==> config.mk <==
export PLATFORM = sky130hd
export DESIGN_NAME = keypad_matrix_debounce_scanner
export DESIGN_NICKNAME = d
export VERILOG_FILES = /design/src/rtl/kmds_pkg.sv /design/src/rtl/kmds_lane.sv /design/src/rtl/kmds_merge.sv /design/src/rtl/keypad_matrix_debounce_scanner.sv
export SDC_FILE = /design/constraint.sdc
export NUM_CORES = 1
export LEC_CHECK = 0
export BUFFER_PORTS_ARGS = -buffer_cell sky130_fd_sc_hd__buf_2
export CELL_PAD_IN_SITES_DETAIL_PLACEMENT = 2
export CELL_PAD_IN_SITES_GLOBAL_PLACEMENT = 2
export CORE_MARGIN = 3
export CORE_UTILIZATION = 41
export DETAILED_ROUTE_END_ITERATION = 12
export GPL_TIMING_DRIVEN = 0
export HOLD_SLACK_MARGIN = 0.05
export PLACE_DENSITY_LB_ADDON = 0.1
export REMOVE_ABC_BUFFERS = 1
export SYNTH_ARGS = -nofsm -noshare
export SYNTH_HDL_FRONTEND = slang
export SYNTH_SLANG_ARGS = --single-unit
==> constraint.sdc <==
create_clock -name clk_i -period 17.7 [get_ports clk_i]
set_input_delay 2.655 -clock clk_i [delete_from_list [all_inputs] [get_ports clk_i]]
set_output_delay 2.655 -clock clk_i [all_outputs]
set_load 0.03 [all_outputs]
==> src/rtl/kmds_pkg.sv <==
// Shared types and constants of the keypad matrix debounce scanner.
package kmds_pkg;

  // Field widths fixed by the item formats
  localparam int KEY_W = 5;
  localparam int CNT_W = 3;
  localparam int REG_IDX_W = 2;

  localparam logic [KEY_W-1:0] SPECIAL_INDEX = 5'd16;
  localparam logic [KEY_W-1:0] SLOT_NONE     = 5'd16;
  localparam logic [KEY_W-1:0] THR_RESET     = 5'd3;

  // Register indexes of the configuration port
  localparam logic [REG_IDX_W-1:0] REG_START_SLOT = 2'd0;
  localparam logic [REG_IDX_W-1:0] REG_F1_SLOT    = 2'd1;
  localparam logic [REG_IDX_W-1:0] REG_F2_SLOT    = 2'd2;
  localparam logic [REG_IDX_W-1:0] REG_COMBO_THR  = 2'd3;

  typedef struct packed {
    logic [KEY_W-1:0] start_slot;
    logic [KEY_W-1:0] f1_slot;
    logic [KEY_W-1:0] f2_slot;
    logic [KEY_W-1:0] combo_thr;
  } cfg_t;

  // What one lane found for the current sample
  typedef struct packed {
    logic       fire;   // level settled after a change
    logic       level;  // new sampled level
    logic [2:0] fm;     // function slot match: bit0 start, bit1 F1, bit2 F2
  } lane_res_t;

  typedef struct packed {
    logic             scan_stop;
    logic             pressed;
    logic [KEY_W-1:0] key_index;
    logic             has_event;
  } out_item_t;

  typedef enum logic [1:0] {
    ST_IDLE,
    ST_WALK,
    ST_STATUS
  } st_e;

endpackage

==> src/rtl/kmds_lane.sv <==
// One key lane: debounce state and per-sample event decision.
module kmds_lane import kmds_pkg::*; #(
  parameter int IDX   = 0,
  parameter bit FN_EN = 1'b1
) (
  input  logic      clk_i,
  input  logic      rst_ni,
  input  logic      ld_i,
  input  logic      level_i,
  input  cfg_t      cfg_i,
  output lane_res_t res_o
);

  localparam logic [KEY_W-1:0] MY_IDX = KEY_W'(IDX);

  logic prev_q, prev_d;
  logic pend_q, pend_d;

  // Settled after change: pending and the new sample repeats the old one
  assign res_o.fire  = pend_q && (level_i == prev_q);
  assign res_o.level = level_i;

  if (FN_EN) begin : g_fn
    assign res_o.fm = {cfg_i.f2_slot == MY_IDX, cfg_i.f1_slot == MY_IDX,
                       cfg_i.start_slot == MY_IDX};
  end else begin : g_plain
    assign res_o.fm = 3'b000;
  end

  // A change arms pending; a repeat clears it
  always_comb begin
    prev_d = prev_q;
    pend_d = pend_q;
    if (ld_i) begin
      prev_d = level_i;
      pend_d = level_i ^ prev_q;
    end
  end

  always_ff @(posedge clk_i or negedge rst_ni) begin
    if (!rst_ni) begin
      prev_q <= 1'b0;
      pend_q <= 1'b0;
    end else begin
      prev_q <= prev_d;
      pend_q <= pend_d;
    end
  end

endmodule

==> src/rtl/kmds_merge.sv <==
// Merge sequencer: walks lane results in key order, combo flags, countdown, output register.
module kmds_merge import kmds_pkg::*; #(
  parameter int NKEYS      = 16,
  parameter int IDLE_TICKS = 4
) (
  input  logic      clk_i,
  input  logic      rst_ni,
  input  logic      in_valid_i,
  input  logic      in_mode_i,
  output logic      in_ready_o,
  input  lane_res_t lane_i [NKEYS+1],
  input  cfg_t      cfg_i,
  output logic      tick_ld_o,
  output logic      out_valid_o,
  input  logic      out_ready_i,
  output out_item_t out_item_o,
  output logic      out_last_o
);

  localparam logic [CNT_W-1:0] IDLE_LD  = CNT_W'(IDLE_TICKS);
  localparam logic [KEY_W-1:0] LAST_IDX = KEY_W'(NKEYS);

  st_e              state_q, state_d;
  logic [KEY_W-1:0] idx_q, idx_d;
  lane_res_t        sh_q [NKEYS+1];
  logic [KEY_W-1:0] down_q;
  logic             idle_q;
  logic [2:0]       flags_q, flags_d;
  logic [CNT_W-1:0] cnt_q, cnt_d, cnt_next;
  logic             active_q, active_d;
  logic             out_valid_q, out_valid_d;
  out_item_t        out_item_q;
  logic             out_last_q;

  logic             accept, wake, out_free;
  logic [KEY_W-1:0] down_cnt;
  logic             busy;
  lane_res_t        cur;
  logic             emit, walk_go, stat_go, stop;

  assign in_ready_o = (state_q == ST_IDLE);
  assign accept     = in_valid_i && in_ready_o;
  assign wake       = accept && in_mode_i;
  assign tick_ld_o  = accept && !in_mode_i && active_q;
  assign out_free   = !out_valid_q || out_ready_i;

  // Keys down in the new sample, and whether anything is down at all
  always_comb begin
    down_cnt = '0;
    busy     = lane_i[NKEYS].level;
    for (int i = 0; i < NKEYS; i++) begin
      down_cnt = down_cnt + KEY_W'(lane_i[i].level);
      busy     = busy | lane_i[i].level;
    end
  end

  // Countdown after this tick
  always_comb begin
    if (!idle_q) begin
      cnt_next = IDLE_LD;
    end else if (cnt_q != '0) begin
      cnt_next = cnt_q - CNT_W'(1);
    end else begin
      cnt_next = '0;
    end
    stop = (cnt_next == '0);
  end

  // Next state
  always_comb begin
    state_d = state_q;
    case (state_q)
      ST_IDLE: begin
        if (tick_ld_o) state_d = ST_WALK;
      end
      ST_WALK: begin
        if (walk_go && (idx_q == LAST_IDX)) state_d = ST_STATUS;
      end
      ST_STATUS: begin
        if (stat_go) state_d = ST_IDLE;
      end
      default: state_d = ST_IDLE;
    endcase
  end

  // Step decision for the key at the head of the shift line
  always_comb begin
    cur     = sh_q[0];
    emit    = 1'b0;
    flags_d = flags_q;
    walk_go = 1'b0;
    stat_go = 1'b0;
    case (state_q)
      ST_WALK: begin
        if (cur.fire) begin
          if (!cur.level) begin
            // release of a function key clears one flag, start first
            if (cur.fm != 3'b000 && flags_q[0]) flags_d[0] = 1'b0;
            else if (cur.fm != 3'b000 && flags_q[1]) flags_d[1] = 1'b0;
            else if (cur.fm != 3'b000 && flags_q[2]) flags_d[2] = 1'b0;
            else emit = 1'b1;
          end else begin
            // press of a function key with enough keys down is swallowed
            if (cur.fm != 3'b000 && down_q >= cfg_i.combo_thr) flags_d = flags_q | cur.fm;
            else emit = 1'b1;
          end
        end
        walk_go = !emit || out_free;
        if (!walk_go) flags_d = flags_q;
      end
      ST_STATUS: stat_go = out_free;
      default: ;
    endcase
  end

  // Control next values
  always_comb begin
    idx_d       = idx_q;
    cnt_d       = cnt_q;
    active_d    = active_q;
    out_valid_d = out_valid_q;
    if (tick_ld_o) idx_d = '0;
    else if (walk_go) idx_d = idx_q + KEY_W'(1);
    if (wake) begin
      cnt_d    = IDLE_LD;
      active_d = 1'b1;
    end else if (stat_go) begin
      cnt_d = cnt_next;
      if (stop) active_d = 1'b0;
    end
    if ((walk_go && emit) || stat_go) out_valid_d = 1'b1;
    else if (out_ready_i) out_valid_d = 1'b0;
  end

  always_ff @(posedge clk_i or negedge rst_ni) begin
    if (!rst_ni) begin
      state_q     <= ST_IDLE;
      idx_q       <= '0;
      flags_q     <= '0;
      cnt_q       <= '0;
      active_q    <= 1'b0;
      out_valid_q <= 1'b0;
    end else begin
      state_q     <= state_d;
      idx_q       <= idx_d;
      flags_q     <= flags_d;
      cnt_q       <= cnt_d;
      active_q    <= active_d;
      out_valid_q <= out_valid_d;
    end
  end

  // Lane results: captured on a tick, shifted one key per step
  always_ff @(posedge clk_i) begin
    if (tick_ld_o) begin
      sh_q   <= lane_i;
      down_q <= down_cnt;
      idle_q <= !busy;
    end else if (walk_go) begin
      for (int i = 0; i < NKEYS; i++) sh_q[i] <= sh_q[i+1];
    end
  end

  // Output register payload
  always_ff @(posedge clk_i) begin
    if (walk_go && emit) begin
      out_item_q.has_event <= 1'b1;
      out_item_q.key_index <= (idx_q == LAST_IDX) ? SPECIAL_INDEX : idx_q;
      out_item_q.pressed   <= cur.level;
      out_item_q.scan_stop <= 1'b0;
      out_last_q           <= 1'b0;
    end else if (stat_go) begin
      out_item_q.has_event <= 1'b0;
      out_item_q.key_index <= '0;
      out_item_q.pressed   <= 1'b0;
      out_item_q.scan_stop <= stop;
      out_last_q           <= 1'b1;
    end
  end

  assign out_valid_o = out_valid_q;
  assign out_item_o  = out_item_q;
  assign out_last_o  = out_last_q;

endmodule

==> src/rtl/keypad_matrix_debounce_scanner.sv <==
// Top level of the keypad matrix debounce scanner: config registers, key lanes, merge.
//
//   channel   direction  handshake               payload
//   s_axis    in         s_axis_tvalid/tready    tdata levels+special, tuser mode
//   m_axis    out        m_axis_tvalid/tready    tdata event fields, tlast end of tick
//   apb       in         psel/penable/pready     four 5-bit registers at 4*i
//
// A wake item is accepted while idle and starts no walk. A scan tick runs accept,
// one merge step per matrix key and one for the special key, then the status item;
// the merge sequencer visits one lane a cycle unless an output stall holds it.
// Output stalls hold the walk on steps that emit and hold the status item. Reset
// clears all key state, flags and the countdown, and no clearing pass is needed.
module keypad_matrix_debounce_scanner import kmds_pkg::*; #(
  parameter int ROWS       = 4,
  parameter int COLS       = 4,
  parameter int IDLE_TICKS = 4
) (
  input  logic        clk_i,
  input  logic        rst_ni,
  input  logic        s_axis_tvalid,
  output logic        s_axis_tready,
  input  logic [23:0] s_axis_tdata,  // [15:0] key_levels, [16] special_level, rest zero
  input  logic        s_axis_tuser,  // [0] mode
  output logic        m_axis_tvalid,
  input  logic        m_axis_tready,
  output logic [7:0]  m_axis_tdata,  // [0] has_event, [5:1] key_index, [6] pressed,
                                     // [7] scan_stop
  output logic        m_axis_tlast,  // last
  input  logic        psel,
  input  logic        penable,
  input  logic        pwrite,
  input  logic [3:0]  paddr,
  input  logic [31:0] pwdata,
  output logic [31:0] prdata,
  output logic        pready
);

  localparam int NKEYS = (ROWS * COLS > 16) ? 16 : ROWS * COLS;

  cfg_t      cfg_q, cfg_d;
  lane_res_t lane_res [NKEYS+1];
  logic      tick_ld;
  out_item_t out_item;
  logic      cfg_wr;

  // Configuration registers
  assign pready = 1'b1;
  assign cfg_wr = psel && penable && pwrite && pready;

  always_comb begin
    cfg_d = cfg_q;
    if (cfg_wr) begin
      case (paddr[3:2])
        REG_START_SLOT: cfg_d.start_slot = pwdata[KEY_W-1:0];
        REG_F1_SLOT:    cfg_d.f1_slot    = pwdata[KEY_W-1:0];
        REG_F2_SLOT:    cfg_d.f2_slot    = pwdata[KEY_W-1:0];
        REG_COMBO_THR:  cfg_d.combo_thr  = pwdata[KEY_W-1:0];
        default: ;
      endcase
    end
  end

  always_ff @(posedge clk_i or negedge rst_ni) begin
    if (!rst_ni) begin
      cfg_q.start_slot <= SLOT_NONE;
      cfg_q.f1_slot    <= SLOT_NONE;
      cfg_q.f2_slot    <= SLOT_NONE;
      cfg_q.combo_thr  <= THR_RESET;
    end else begin
      cfg_q <= cfg_d;
    end
  end

  // Register readback
  always_comb begin
    case (paddr[3:2])
      REG_START_SLOT: prdata = 32'(cfg_q.start_slot);
      REG_F1_SLOT:    prdata = 32'(cfg_q.f1_slot);
      REG_F2_SLOT:    prdata = 32'(cfg_q.f2_slot);
      REG_COMBO_THR:  prdata = 32'(cfg_q.combo_thr);
      default:        prdata = '0;
    endcase
  end

  // Matrix key lanes
  for (genvar g = 0; g < NKEYS; g++) begin : g_lane
    kmds_lane #(
      .IDX   (g),
      .FN_EN (1'b1)
    ) u_lane (
      .clk_i   (clk_i),
      .rst_ni  (rst_ni),
      .ld_i    (tick_ld),
      .level_i (s_axis_tdata[g]),
      .cfg_i   (cfg_q),
      .res_o   (lane_res[g])
    );
  end

  // Special key lane, never a function key
  kmds_lane #(
    .IDX   (16),
    .FN_EN (1'b0)
  ) u_special (
    .clk_i   (clk_i),
    .rst_ni  (rst_ni),
    .ld_i    (tick_ld),
    .level_i (s_axis_tdata[16]),
    .cfg_i   (cfg_q),
    .res_o   (lane_res[NKEYS])
  );

  kmds_merge #(
    .NKEYS      (NKEYS),
    .IDLE_TICKS (IDLE_TICKS)
  ) u_merge (
    .clk_i       (clk_i),
    .rst_ni      (rst_ni),
    .in_valid_i  (s_axis_tvalid),
    .in_mode_i   (s_axis_tuser),
    .in_ready_o  (s_axis_tready),
    .lane_i      (lane_res),
    .cfg_i       (cfg_q),
    .tick_ld_o   (tick_ld),
    .out_valid_o (m_axis_tvalid),
    .out_ready_i (m_axis_tready),
    .out_item_o  (out_item),
    .out_last_o  (m_axis_tlast)
  );

  assign m_axis_tdata = {out_item.scan_stop, out_item.pressed, out_item.key_index,
                         out_item.has_event};

endmodule
==> results by group <==
Logic synthesis
  – Mapped Cells: 724
  – Syn avg cell area: 11.0 um2
  – Post-Syn Area: 0.00798 mm2
  – Number of synthesized flops with an enable pin: 94
  – Yosys reg bits: 166
  – Distinct cell type count after synthesis: 52
  – Main synth FF type: edfxtp_1
  – Seq/Total Area, Yosys: 0.578
  – Asr flop ratio synth: 0.416
  – Synth warn: 0

Routing
  – Average wire per standard cell: 18.8 um
  – DRT Pass-1 Iters: 4
  – Post-Route WL: 19600 um
  – Initial drt markers: 196
  – Final ANT Viol Nets: 0
  – Vias post-DR: 5464
  – Vias per cell: 5.25
  – DR DRC count: 0

Die
  – Die H: 146 um
  – Ports: 112
  – Rows: 50
  – Core area: 0.0189 mm2
  – Full die area: 0.0212 mm2
  – Die width: 146 um
  – Starting Density: 0.423

CTS
  – TritonCTS clock tree: done
  – Post-CTS setup buffers: 0
  – H-Tree Depth: 4
  – Root buffer cell: clkbuf_16
  – CTS Buffer Depth: 2
  – Clock insertion delay at the later pin of the skew report: 0.43 ns
  – TritonCTS Buffers: 17
  – Post-CTS Hold Fix Bufs: 0
  – Clock-pin slew on the worst setup and hold paths: 0.07 ns
  – CTS Sinks: 166
  – Post-cts sizing count: 0

Job
  – Max cap viols: 0

STA
  – Unrepaired setup endpoints after global routing: false
  – Endpoints failing hold: 0
  – Minimum clock period: 6.30 ns
  – Rel. slew slack: 0.377
  – # setup viols final: 0
  – Slew Viols, Final: 0
  – F_max: 159 MHz
  – Setup Skew: 0.00988 ns
  – Slew of the pin with the lowest slew margin: 0.933 ns
  – Hold_ws: 0.449 ns
  – Final worst-path cycle share: 0.356

Finish
  – Area grow syn2layout: 13.8%
  – Commonest non-fill, non-tap cell in the layout: nand2_1
  – # diodes: 0
  – Non-filler cells, final: 1041
  – Final core occ: 0.481
  – Final net count: 860
  – Layout cells sized above 1: 0.169
  – Design area: 0.00909 mm2
  – Commonest cells after routing, fill and taps aside: nand2_1, edfxtp_1, dfrtp_1, buf_2, inv_1
  – Fill cells: 1948

Worst setup path
  – WS Path Type: in -> out
  – CP required: 15.05 ns
  – CP arrival: 3.64 ns
  – Critical Path Sink Type: output pin
  – Critical Path Source Type: input pin
  – Worst-path fanout max: 8

Power
  – NetSw: 0.000565 W
  – Sw Share: 0.358
  – Clk pwr share: 0.217
  – Worst VDD drop: 0.0757 mV
  – Power Density: 174 mW/mm2
  – P_leak: 3.98 nW
  – Combinational fraction of design power: 0.314
  – Cell Int Power: 0.00101 W
  – Reg power frac: 0.468

Global route
  – Initial antenna violation count: 0
  – Overall global routing resource usage: 0.195
  – Largest net degree at the start of global routing: 50
  – Global-route wire length before repair: 33200 um
  – Vias in the first global route: 6174
  – Grt ovf: 0

Place
  – GPL Wtd Cong: 0.784
  – Hpwl dp: 13800 um
  – Cells after DPL: 1009
  – Placed Instance Area: 0.00855 mm2
  – PortBufs: 47

Status
  – Status: finished, final reports clean

Worst hold path
  – Hold WC Path Type: reg -> reg
[synth_stat cells (6+ instances only)]
library cell / n / area (um2)
a21oi_1: 9 / 45.0
and2_1: 6 / 37.5
buf_1: 11 / 41.3
buf_4: 28 / 210
clkbuf_1: 18 / 67.6
dfrtp_1: 64 / 1600
edfxtp_1: 94 / 2820
fa_1: 10 / 200
ha_1: 14 / 175
inv_1: 34 / 128
mux2_2: 21 / 236
nand2_1: 195 / 732
nand2b_1: 9 / 56.3
nand3_1: 24 / 120
nor2_1: 16 / 60.1
nor3_1: 8 / 40.0
o21ai_0: 25 / 125
o31ai_1: 33 / 248
o41ai_1: 11 / 96.3
or3_1: 8 / 50.1
xnor2_1: 18 / 158
[power groups by stage]
stage                     registers (W)  clock network [W]  logic [W]
final                          0.000739           0.000343   0.000496
after global routing           0.000764           0.000367   0.000565
after CTS                      0.000741           0.000352   0.000510
after detailed placement       0.000747                  0   0.000499
after global placement         0.000771                  0   0.000438
after floorplan                0.000753                  0   0.000322
[routing by layer]
metal,vias up,routed length (um),global-route usage
met2,90,10300,0.351
li1,2548,-,-
met1,2808,8440,0.240
met4,0,242,0.0503
met5,-,0,0
met3,18,564,0.0380
[logic make-up after synthesis]
family                     after synthesis  share of synthesized area
AOI/OAI and AO/OA                       93                     0.0784
muxes                                   30                     0.0487
xor gates and xnor gates                19                     0.0208
other                                    2                   0.000941
and+or+nand+nor                        294                      0.166
adders and majority gates               24                     0.0470
DFF                                    166                      0.578
buffers and inverters                   96                     0.0597
[critical path, cell delays in order]
cell	delay (ns)
buf_2	0.21
mux4_2	0.57
buf_2	0.21
[flip-flops by register name (all words and copies together) (netlist names)]
| name | flops |
|---|---|
| u_merge.sh_q | 77 |
| cfg_q | 20 |
| g_lane.u_lane.pend_q | 16 |
| g_lane.u_lane.prev_q | 16 |
| u_merge.out_item_o | 8 |
| u_merge.cur | 5 |
| u_merge.down_q | 5 |
| u_merge.idx_q | 5 |
| u_merge.cnt_q | 3 |
| u_merge.flags_q | 3 |
| u_merge.state_q | 2 |
| u_merge.active_q | 1 |
| u_merge.idle_q | 1 |
| u_merge.out_last_o | 1 |
| u_merge.out_valid_o | 1 |
| u_special.pend_q | 1 |
| u_special.prev_q | 1 |
[cell type report]
class	instances	area, um2	area share
Sequential cell	166	4620	0.508
Tap cell	260	325	0.0358
Clock inverter	11	77.6	0.00854
Inverter	35	131	0.0145
Clock buffer	21	460	0.0507
Timing Repair Buffer	60	477	0.0525
Multi-Input combinational cell	488	3000	0.330
[metrics by stage]
stage | setup TNS, ns | total power [W] | setup slack (ns)
floorplan | 0 | 0.00108 | 3.67
global placement | -447.86 | 0.00121 | -5.60
detailed placement | 0 | 0.00125 | 11.40
CTS | 0 | 0.00160 | 11.40
global route | 0 | 0.00170 | 11.35
finish | 0 | 0.00158 | 11.40
[final timing paths]
check                      cells past startpoint                  start                      end  slack, ns
setup / recovery                               3               paddr[2]                prdata[3]      11.40
hold / removal                                 1  u_merge.out_item_o[0]    u_merge.out_item_o[0]       0.45
setup reg to reg                               6     u_merge.state_q[0]         u_merge.sh_q[66]      14.56
hold reg to reg                                1  u_merge.out_item_o[0]    u_merge.out_item_o[0]       0.45
max in group asynchronous                      2                 rst_ni                 cfg_q[9]      14.94
min in group asynchronous                      1                 rst_ni  g_lane[5].u_lane.prev_q       2.11
Note: power is estimated with default switching activity, not from simulation.
